[src/sv/sha1_pkg.sv]
`timescale 1ns / 1ps

package sha1_pkg;

   localparam int unsigned WORD_W      = 32;
   localparam int unsigned NUM_WORDS   = 5;
   localparam int unsigned BLOCK_W     = 512;
   localparam int unsigned FILL_W      = 7;
   localparam int unsigned ROUND_W     = 7;
   localparam int unsigned IDX_W       = 3;

   localparam logic [FILL_W-1:0]  FILL_FULL    = 7'd64;
   localparam logic [FILL_W-1:0]  FILL_LEN_POS = 7'd56;
   localparam logic [ROUND_W-1:0] ROUND_LAST   = 7'd79;
   localparam logic [IDX_W-1:0]   IDX_LAST     = 3'd4;
   localparam logic [7:0]         PAD_MARKER   = 8'h80;

   localparam logic [WORD_W-1:0] IV_WORDS [NUM_WORDS] = '{
      32'h67452301, 32'hEFCDAB89, 32'h98BADCFE, 32'h10325476, 32'hC3D2E1F0
   };

   typedef enum logic [3:0] {
      ST_IDLE,
      ST_DISPATCH,
      ST_LOAD,
      ST_ROUND,
      ST_FOLD,
      ST_PAD_MARK,
      ST_PAD_FILL,
      ST_PAD_LEN,
      ST_OUT
   } state_type;

   typedef enum logic [1:0] {
      SRC_DATA,
      SRC_MARK,
      SRC_ZERO,
      SRC_LEN
   } byte_src_type;

   typedef struct packed {
      logic         shift_byte;
      byte_src_type byte_src;
      logic         count_len;
      logic         start_round;
      logic         round;
      logic         fold;
      logic         next_word;
      logic         reinit;
   } cmd_type;

   typedef struct packed {
      logic [FILL_W-1:0] fill;
      logic              round_last;
      logic              word_last;
   } status_type;

   function automatic logic [WORD_W-1:0] round_k(input logic [ROUND_W-1:0] r);
      logic [WORD_W-1:0] k;
      if (r < 7'd20)      k = 32'h5A827999;
      else if (r < 7'd40) k = 32'h6ED9EBA1;
      else if (r < 7'd60) k = 32'h8F1BBCDC;
      else                k = 32'hCA62C1D6;
      return k;
   endfunction

   function automatic logic [WORD_W-1:0] round_f(input logic [ROUND_W-1:0] r,
                                                 input logic [WORD_W-1:0] b,
                                                 input logic [WORD_W-1:0] c,
                                                 input logic [WORD_W-1:0] d);
      logic [WORD_W-1:0] f;
      if (r < 7'd20)                    f = (b & c) | (~b & d);
      else if (r < 7'd40 || r >= 7'd60) f = b ^ c ^ d;
      else                              f = (b & c) | (b & d) | (c & d);
      return f;
   endfunction

endpackage

[src/sv/sha1_if.sv]
`timescale 1ns / 1ps

interface sha1_req_if;
   logic       valid;
   logic       ready;
   logic [7:0] data_byte;
   logic       has_byte;
   logic       last;

   modport source (output valid, data_byte, has_byte, last, input ready);
   modport sink   (input valid, data_byte, has_byte, last, output ready);
endinterface

interface sha1_rsp_if;
   logic        valid;
   logic        ready;
   logic [31:0] digest_word;
   logic [2:0]  word_index;
   logic        last_word;

   modport source (output valid, digest_word, word_index, last_word, input ready);
   modport sink   (input valid, digest_word, word_index, last_word, output ready);
endinterface

[src/sv/sha1_datapath.sv]
`timescale 1ns / 1ps

module sha1_datapath (
   input  logic                                   clock,
   input  logic                                   reset,
   input  sha1_pkg::cmd_type                      cmd,
   input  logic [7:0]                             data_byte,
   output sha1_pkg::status_type                   status,
   output logic [sha1_pkg::WORD_W-1:0]            digest_word,
   output logic [sha1_pkg::IDX_W-1:0]             word_index,
   output logic                                   last_word
);

   localparam int unsigned WW = sha1_pkg::WORD_W;

   logic [sha1_pkg::BLOCK_W-1:0] buf_ff, buf_in;
   logic [sha1_pkg::FILL_W-1:0]  fill_ff, fill_in;
   logic [63:0]                  len_ff, len_in;
   logic [WW-1:0]                h_ff [sha1_pkg::NUM_WORDS];
   logic [WW-1:0]                h_in [sha1_pkg::NUM_WORDS];
   logic [WW-1:0]                a_ff, b_ff, c_ff, d_ff, e_ff;
   logic [WW-1:0]                a_in, b_in, c_in, d_in, e_in;
   logic [sha1_pkg::ROUND_W-1:0] rnd_ff, rnd_in;
   logic [sha1_pkg::IDX_W-1:0]   idx_ff, idx_in;

   logic [7:0]    byte_mux;
   logic [63:0]   len_sh;
   logic [WW-1:0] w0, w2, w8, w13, w_mix, w_new, t_sum;

   // Window word j holds W[t+j] during round t.
   assign w0  = buf_ff[sha1_pkg::BLOCK_W-1    -: WW];
   assign w2  = buf_ff[sha1_pkg::BLOCK_W-1-64  -: WW];
   assign w8  = buf_ff[sha1_pkg::BLOCK_W-1-256 -: WW];
   assign w13 = buf_ff[sha1_pkg::BLOCK_W-1-416 -: WW];
   assign w_mix = w13 ^ w8 ^ w2 ^ w0;
   assign w_new = {w_mix[WW-2:0], w_mix[WW-1]};

   assign t_sum = {a_ff[WW-6:0], a_ff[WW-1:WW-5]}
                + sha1_pkg::round_f(rnd_ff, b_ff, c_ff, d_ff)
                + e_ff + w0 + sha1_pkg::round_k(rnd_ff);

   // Length bytes go out most significant first, picked by the fill position.
   assign len_sh = len_ff << {fill_ff[2:0], 3'b000};

   always_comb begin
      unique case (cmd.byte_src)
         sha1_pkg::SRC_DATA: byte_mux = data_byte;
         sha1_pkg::SRC_MARK: byte_mux = sha1_pkg::PAD_MARKER;
         sha1_pkg::SRC_ZERO: byte_mux = 8'h00;
         sha1_pkg::SRC_LEN:  byte_mux = len_sh[63:56];
         default:            byte_mux = 8'h00;
      endcase
   end

   always_comb begin
      buf_in  = buf_ff;
      fill_in = fill_ff;
      len_in  = len_ff;
      h_in    = h_ff;
      a_in = a_ff; b_in = b_ff; c_in = c_ff; d_in = d_ff; e_in = e_ff;
      rnd_in  = rnd_ff;
      idx_in  = idx_ff;

      if (cmd.shift_byte) begin
         buf_in  = {buf_ff[sha1_pkg::BLOCK_W-9:0], byte_mux};
         fill_in = fill_ff + 7'd1;
      end
      if (cmd.count_len) len_in = len_ff + 64'd8;

      if (cmd.start_round) begin
         a_in = h_ff[0]; b_in = h_ff[1]; c_in = h_ff[2]; d_in = h_ff[3]; e_in = h_ff[4];
         rnd_in = '0;
      end
      if (cmd.round) begin
         a_in   = t_sum;
         b_in   = a_ff;
         c_in   = {b_ff[1:0], b_ff[WW-1:2]};
         d_in   = c_ff;
         e_in   = d_ff;
         buf_in = {buf_ff[sha1_pkg::BLOCK_W-WW-1:0], w_new};
         rnd_in = rnd_ff + 7'd1;
      end
      if (cmd.fold) begin
         h_in[0] = h_ff[0] + a_ff;
         h_in[1] = h_ff[1] + b_ff;
         h_in[2] = h_ff[2] + c_ff;
         h_in[3] = h_ff[3] + d_ff;
         h_in[4] = h_ff[4] + e_ff;
         fill_in = '0;
      end
      if (cmd.next_word) idx_in = idx_ff + 3'd1;
      if (cmd.reinit) begin
         h_in    = sha1_pkg::IV_WORDS;
         fill_in = '0;
         len_in  = '0;
         idx_in  = '0;
      end
   end

   always_ff @(posedge clock) begin
      if (reset) begin
         fill_ff <= '0;
         len_ff  <= '0;
         h_ff    <= sha1_pkg::IV_WORDS;
         rnd_ff  <= '0;
         idx_ff  <= '0;
      end else begin
         fill_ff <= fill_in;
         len_ff  <= len_in;
         h_ff    <= h_in;
         rnd_ff  <= rnd_in;
         idx_ff  <= idx_in;
      end
   end

   always_ff @(posedge clock) begin
      buf_ff <= buf_in;
      a_ff <= a_in; b_ff <= b_in; c_ff <= c_in; d_ff <= d_in; e_ff <= e_in;
   end

   assign status.fill       = fill_ff;
   assign status.round_last = (rnd_ff == sha1_pkg::ROUND_LAST);
   assign status.word_last  = (idx_ff == sha1_pkg::IDX_LAST);

   assign digest_word = h_ff[idx_ff];
   assign word_index  = idx_ff;
   assign last_word   = (idx_ff == sha1_pkg::IDX_LAST);

endmodule

[src/sv/sha1_ctrl.sv]
`timescale 1ns / 1ps

module sha1_ctrl (
   input  logic                 clock,
   input  logic                 reset,
   input  logic                 req_valid,
   input  logic                 req_has_byte,
   input  logic                 req_last,
   output logic                 req_ready,
   output logic                 rsp_valid,
   input  logic                 rsp_ready,
   input  sha1_pkg::status_type status,
   output sha1_pkg::cmd_type    cmd
);

   sha1_pkg::state_type state_ff, state_in;
   logic last_ff, last_in;   // message ends after this item
   logic pad_ff,  pad_in;    // marker byte already in the block
   logic len_ff,  len_in;    // length bytes already in the block

   always_ff @(posedge clock) begin
      if (reset) begin
         state_ff <= sha1_pkg::ST_IDLE;
         last_ff  <= 1'b0;
         pad_ff   <= 1'b0;
         len_ff   <= 1'b0;
      end else begin
         state_ff <= state_in;
         last_ff  <= last_in;
         pad_ff   <= pad_in;
         len_ff   <= len_in;
      end
   end

   always_comb begin
      state_in  = state_ff;
      last_in   = last_ff;
      pad_in    = pad_ff;
      len_in    = len_ff;
      cmd       = '0;
      cmd.byte_src = sha1_pkg::SRC_DATA;
      req_ready = 1'b0;
      rsp_valid = 1'b0;

      unique case (state_ff)
         sha1_pkg::ST_IDLE: begin
            req_ready = 1'b1;
            if (req_valid) begin
               cmd.shift_byte = req_has_byte;
               cmd.count_len  = req_has_byte;
               last_in        = req_last;
               state_in       = sha1_pkg::ST_DISPATCH;
            end
         end
         sha1_pkg::ST_DISPATCH: begin
            if (status.fill == sha1_pkg::FILL_FULL) state_in = sha1_pkg::ST_LOAD;
            else if (last_ff)                       state_in = sha1_pkg::ST_PAD_MARK;
            else                                    state_in = sha1_pkg::ST_IDLE;
         end
         sha1_pkg::ST_LOAD: begin
            cmd.start_round = 1'b1;
            state_in        = sha1_pkg::ST_ROUND;
         end
         sha1_pkg::ST_ROUND: begin
            cmd.round = 1'b1;
            if (status.round_last) state_in = sha1_pkg::ST_FOLD;
         end
         sha1_pkg::ST_FOLD: begin
            cmd.fold = 1'b1;
            if (len_ff)       state_in = sha1_pkg::ST_OUT;
            else if (pad_ff)  state_in = sha1_pkg::ST_PAD_FILL;
            else if (last_ff) state_in = sha1_pkg::ST_PAD_MARK;
            else              state_in = sha1_pkg::ST_IDLE;
         end
         sha1_pkg::ST_PAD_MARK: begin
            cmd.shift_byte = 1'b1;
            cmd.byte_src   = sha1_pkg::SRC_MARK;
            pad_in         = 1'b1;
            state_in       = sha1_pkg::ST_PAD_FILL;
         end
         sha1_pkg::ST_PAD_FILL: begin
            if (status.fill == sha1_pkg::FILL_FULL) begin
               state_in = sha1_pkg::ST_LOAD;
            end else if (status.fill == sha1_pkg::FILL_LEN_POS) begin
               state_in = sha1_pkg::ST_PAD_LEN;
            end else begin
               cmd.shift_byte = 1'b1;
               cmd.byte_src   = sha1_pkg::SRC_ZERO;
            end
         end
         sha1_pkg::ST_PAD_LEN: begin
            if (status.fill == sha1_pkg::FILL_FULL) begin
               len_in   = 1'b1;
               state_in = sha1_pkg::ST_LOAD;
            end else begin
               cmd.shift_byte = 1'b1;
               cmd.byte_src   = sha1_pkg::SRC_LEN;
            end
         end
         sha1_pkg::ST_OUT: begin
            rsp_valid = 1'b1;
            if (rsp_ready) begin
               if (status.word_last) begin
                  cmd.reinit = 1'b1;
                  last_in    = 1'b0;
                  pad_in     = 1'b0;
                  len_in     = 1'b0;
                  state_in   = sha1_pkg::ST_IDLE;
               end else begin
                  cmd.next_word = 1'b1;
               end
            end
         end
         default: state_in = sha1_pkg::ST_IDLE;
      endcase
   end

endmodule

[src/sv/sha1_hash_engine.sv]
`timescale 1ns / 1ps
// Channel   Dir  Handshake      Beat contents
// req       in   valid/ready    data_byte[7:0], has_byte, last
// rsp       out  valid/ready    digest_word[31:0], word_index[2:0], last_word
//
// A byte beat passes through accept, then dispatch. Every 64th byte adds
// one compression pass: load, 80 rounds on one shared round unit, fold
// into the chaining words. A last beat pads one byte per cycle, apart from
// the fill checks (plus a second compression when the length spills over),
// and then presents the 5 digest words, one beat each.
// Reset is synchronous; it reloads the initial chaining words and clears the
// fill and length counters. The block buffer holds no reset value.
// req_ready is high only in idle; rsp stalls simply hold the current word.

module sha1_hash_engine (
   input  logic              clock,
   input  logic              reset,
   sha1_req_if.sink          req,
   sha1_rsp_if.source        rsp
);

   sha1_pkg::cmd_type    cmd;
   sha1_pkg::status_type status;

   // Sequencer: walks byte intake, padding, compression and digest readout.
   sha1_ctrl u_ctrl (
      .clock        (clock),
      .reset        (reset),
      .req_valid    (req.valid),
      .req_has_byte (req.has_byte),
      .req_last     (req.last),
      .req_ready    (req.ready),
      .rsp_valid    (rsp.valid),
      .rsp_ready    (rsp.ready),
      .status       (status),
      .cmd          (cmd)
   );

   // Datapath: 512-bit block window, round registers, chaining words.
   sha1_datapath u_datapath (
      .clock       (clock),
      .reset       (reset),
      .cmd         (cmd),
      .data_byte   (req.data_byte),
      .status      (status),
      .digest_word (rsp.digest_word),
      .word_index  (rsp.word_index),
      .last_word   (rsp.last_word)
   );

endmodule
[src/flat_wrapper.sv]
// flat-port wrapper written by rule: the top's interface ports become plain ports
module sha1_hash_engine_flat 
  (clock, reset, req_valid, req_data_byte, req_has_byte, req_last, req_ready, rsp_valid, rsp_digest_word, rsp_word_index, rsp_last_word, rsp_ready);
  sha1_req_if req_i ();
  sha1_rsp_if rsp_i ();
  input  logic clock;
  input  logic reset;
  input wire logic [$bits(req_i.valid)-1:0] req_valid;
  input wire logic [$bits(req_i.data_byte)-1:0] req_data_byte;
  input wire logic [$bits(req_i.has_byte)-1:0] req_has_byte;
  input wire logic [$bits(req_i.last)-1:0] req_last;
  output wire logic [$bits(req_i.ready)-1:0] req_ready;
  output wire logic [$bits(rsp_i.valid)-1:0] rsp_valid;
  output wire logic [$bits(rsp_i.digest_word)-1:0] rsp_digest_word;
  output wire logic [$bits(rsp_i.word_index)-1:0] rsp_word_index;
  output wire logic [$bits(rsp_i.last_word)-1:0] rsp_last_word;
  input wire logic [$bits(rsp_i.ready)-1:0] rsp_ready;
  assign req_i.valid = req_valid;
  assign req_i.data_byte = req_data_byte;
  assign req_i.has_byte = req_has_byte;
  assign req_i.last = req_last;
  assign req_ready = req_i.ready;
  assign rsp_valid = rsp_i.valid;
  assign rsp_digest_word = rsp_i.digest_word;
  assign rsp_word_index = rsp_i.word_index;
  assign rsp_last_word = rsp_i.last_word;
  assign rsp_i.ready = rsp_ready;
  sha1_hash_engine u_core (.clock(clock), .reset(reset), .req(req_i), .rsp(rsp_i));
endmodule
[config.mk]
export PLATFORM = sky130hd
export DESIGN_NAME = sha1_hash_engine_flat
export DESIGN_NICKNAME = d
export VERILOG_FILES = /design/src/sv/sha1_pkg.sv /design/src/sv/sha1_if.sv /design/src/sv/sha1_datapath.sv /design/src/sv/sha1_ctrl.sv /design/src/sv/sha1_hash_engine.sv /design/src/flat_wrapper.sv
export SDC_FILE = /design/constraint.sdc
export NUM_CORES = 2
export LEC_CHECK = 0
export ABC_AREA = 0
export BUFFER_PORTS_ARGS = -buffer_cell sky130_fd_sc_hd__buf_2
export CAP_MARGIN = 0
export CORE_UTILIZATION = 29
export DETAILED_ROUTE_END_ITERATION = 16
export PLACE_DENSITY_LB_ADDON = 0.3
export SETUP_SLACK_MARGIN = 0.02
export SLEW_MARGIN = 25
export SYNTH_ARGS = -nofsm -noshare
export SYNTH_HDL_FRONTEND = slang
export SYNTH_SLANG_ARGS = --single-unit
[constraint.sdc]
create_clock -name clock -period 56.5 [get_ports clock]
set_input_delay 8.475 -clock clock [delete_from_list [all_inputs] [get_ports clock]]
set_output_delay 8.475 -clock clock [all_outputs]
set_load 0.01 [all_outputs]
==> results_dict.tcl <==
set metrics [dict create \
    global_route_total_usage_across_every_layer 0.158 \
    worst_hold_path_type "reg2reg" \
    count_of_input_and_output_buffers 51 \
    clock_tree.htree_level_count 3 \
    finalClockSkew_ps 33.7 \
    top_library_cells_by_usage_in_the_layout_fill_and_taps_aside "2127 x nand2_1, 672 x edfxtp_1, 265 x o21ai_0" \
    post-route-min-period_ps 12010 \
    instances_no_fill 8117 \
    clock_pin_slew_on_the_worst_setup_and_hold_paths_ps 60 \
    synthesis.area_per_instance_um2 9.18 \
    syn-instance-count 5725 \
    via_count 39825 \
    clock_power_share 0.272 \
    p_comb_frac 0.337 \
    drive_above_1_share 0.0585 \
    status "completed" \
    endpoint_kind "register" \
    wl_mm 148 \
    design.core.area_um2 179000 \
    std_cell_rows 155 \
    syn-num-nets 6063 \
    numPlacedInstances 7922 \
    post_synth_edffs 672 \
    grt_setup_unrepaired "no" \
    finish.net_count 6010 \
    synth_top_area_cells "edfxtp_1 38%, nand2_1 15%, dfxtp_1 9.3%" \
    finalHoldViolCount 0 \
    fin_crit_sh 0.213 \
    swShare 0.361 \
    intPower_uw 1630 \
    ys_seq_area_frac 0.477 \
    worstMarginPinSlew_ps 1140 \
    total_iterations_of_the_first_detailed_routing_run 5 \
    report.final.slew_viol_count 0 \
    ioPinCount 52 \
    final_common_cell "nand2_1" \
    timing.fmax_ghz 0.0833 \
    post-synth-top-area-cell "edfxtp_1" \
    grt_pass1_vias 38198 \
    peak_supply_drop_mv 0.0292 \
    synthesis_warnings 0 \
    place.gp.congestion 0.880 \
    critPathRequiredTime_ps 56850 \
    number_of_buffers_between_clock_root_and_the_deepest_sink 3 \
    cts.sink_count 917 \
    numCtsBuffers 103 \
    sequentialPowerShare 0.391 \
    antenna_found_initial 1 \
    max_cap_viol_count 0 \
    avg_vias_per_cell 4.91 \
    hpwlAfterDp_mm 102 \
    cts.hold.buffers_added 0 \
    crit_path_start_kind "primary input" \
    crit_type "in2reg" \
    avgRoutedWirePerCell_um 18.2 \
    synthFlopType "edfxtp_1" \
    global_route_wire_length_before_repair_mm 228 \
    height_of_the_die_um 428 \
    synth_cell_types 82 \
    post_cts.repair.setup_buffers 0 \
    finalSetupViolations 0 \
    cts_resized 0 \
    fp.dieArea_um2 183000 \
    total_leakage_power_uw 0.0240 \
    syn_to_final_growth_pct 11.7 \
    critPathArrivalTime_ps 12360 \
    grt_max_degree 213 \
    gr-total-overflow 0 \
    post_syn_area_um2 52600 \
    dr.first_iter.drc_count 3494 \
    synth-async-reset-ratio 0 \
    net-switching-power_uw 918 \
    synth_top_area_frac 0.384 \
    clkLatencyLatePin_ps 730 \
    dieWidth_um 428 \
    tritoncts "built" \
    initial_core_util 0.293 \
    cts_root_buf "clkbuf_16" \
    detail_route.drc_violations 0 \
    max-slew-margin-rel 0.238 \
    synth_seq_cells 917 \
    worstPathMaxFanout 165 \
    antenna_violating_nets_post_route 0 \
    power_density_nw_per_um2 43.4 \
    fin_tns_setup_ps 0 \
]
-- power groups by stage --
stage / clock, uW / sequential (uW) / combinational [uW]
2_1_floorplan: 0 / 1020 / 653
3_3_place_gp: 0 / 1010 / 848
3_5_place_dp: 0 / 1010 / 858
4_1_cts: 710 / 995 / 863
5_1_grt: 734 / 1010 / 972
6_report: 693 / 995 / 859
-- routing by layer --
layer | GRT usage | vias to the layer above | wire length [um]
met3 | 0.0210 | 215 | 5950
met4 | 0.0492 | 0 | 4570
met2 | 0.262 | 859 | 69800
li1 | - | 19357 | -
met1 | 0.213 | 19394 | 67500
met5 | 0 | - | 0
-- state kept, by name, indices dropped and copies added, names as in the netlist --
| name | count |
|---|---|
| u_core.u_datapath.a_ff | 32 |
| u_core.u_ctrl.pad_ff | 1 |
| u_core.u_datapath.b_ff | 32 |
| u_core.u_datapath.word_index | 3 |
| u_core.u_datapath.c_ff | 32 |
| u_core.u_ctrl.len_ff | 1 |
| u_core.u_datapath.len_ff | 61 |
| u_core.u_datapath.d_ff | 32 |
| u_core.u_datapath.e_ff | 32 |
| u_core.u_datapath.h_ff | 160 |
| u_core.u_ctrl.last_ff | 1 |
| u_core.u_datapath.fill_ff | 7 |
| u_core.u_datapath.buf_ff | 512 |
| u_core.u_datapath.rnd_ff | 7 |
| u_core.u_ctrl.state_ff | 4 |
-- per-stage QoR --
step,instance area [um^2],util,power [uW],hold slack [ps],worst slack (ps)
6_report,58700,0.328,2550,468,44490
3_5_place_dp,55300,0.309,1870,466,43480
5_1_grt,58700,0.328,2720,512,44200
4_1_cts,58700,0.328,2570,474,44240
2_1_floorplan,52600,-,1670,444,35290
3_3_place_gp,55300,0.309,1850,456,43530
-- worst paths after layout --
check	from	to	slack, ps	depth (start not counted)
worst min-delay path	u_core.u_datapath.rnd_ff[1]$_SDFFE_PP0P_	u_core.u_datapath.rnd_ff[1]$_SDFFE_PP0P_	470	2
worst max register to register	u_core.u_datapath.rnd_ff[4]$_SDFFE_PP0P_	u_core.u_datapath.a_ff[30]$_DFFE_PP_	49420	21
worst min register to register	u_core.u_datapath.rnd_ff[1]$_SDFFE_PP0P_	u_core.u_datapath.rnd_ff[1]$_SDFFE_PP0P_	470	2
worst max-delay path	req_valid	u_core.u_datapath.buf_ff[14]$_DFFE_PP_	44490	7
-- synth_stat cells (all sizes together) (6+ instances only) --
cell type     n
nor4          7
a21oi       245
mux2          8
nor2        232
a211oi       29
nor3b        17
o21bai       25
nand4        23
a221o         6
nor3         43
or3          29
o211ai       45
o41ai         6
and4          8
nand2      2131
dfxtp       245
edfxtp      672
a21o        103
a41oi         6
clkbuf      235
nand2b       33
a21boi        6
ha          199
o21ai       268
nor2b        34
mux4         45
o311ai        8
nand3        84
mux2i        41
o22ai        14
o31ai         9
xor2        103
a31oi        17
fa          125
and2         14
a221oi       32
and3         32
o21a         20
buf          21
inv         244
xnor2       201
-- cell type report --
type | instances | area [um^2]
flip-flops and latches | 917 | 25100
clock buffers | 139 | 2800
multi-input cells | 4307 | 25700
clock inverters | 55 | 619
well taps | 2355 | 2950
repair buffers | 98 | 657
diodes | 1 | 2.50
fillers | 18539 | 120000
inverters | 245 | 925
-- cell families (layout without fill, tap and decap cells) --
kind of cell,count (synthesis),after routing,synth area share
AO/OA/AOI/OAI,877,877,0.104
XOR/XNOR,304,304,0.0506
adder cells (fa/ha/maj),324,324,0.0949
buffers and inverters,501,537,0.0358
flip-flops,917,917,0.477
multiplexers,94,94,0.0288
other,0,1,0
AND/OR/NAND/NOR,2708,2708,0.209
-- worst max-delay path: stages --
cell,delay [ps]
buf_2,100
and3_1,380
nor3_1,230
nand2_4,670
buf_4,820
buf_12,740
buf_6,610
Power figures use the tool's default switching activity.
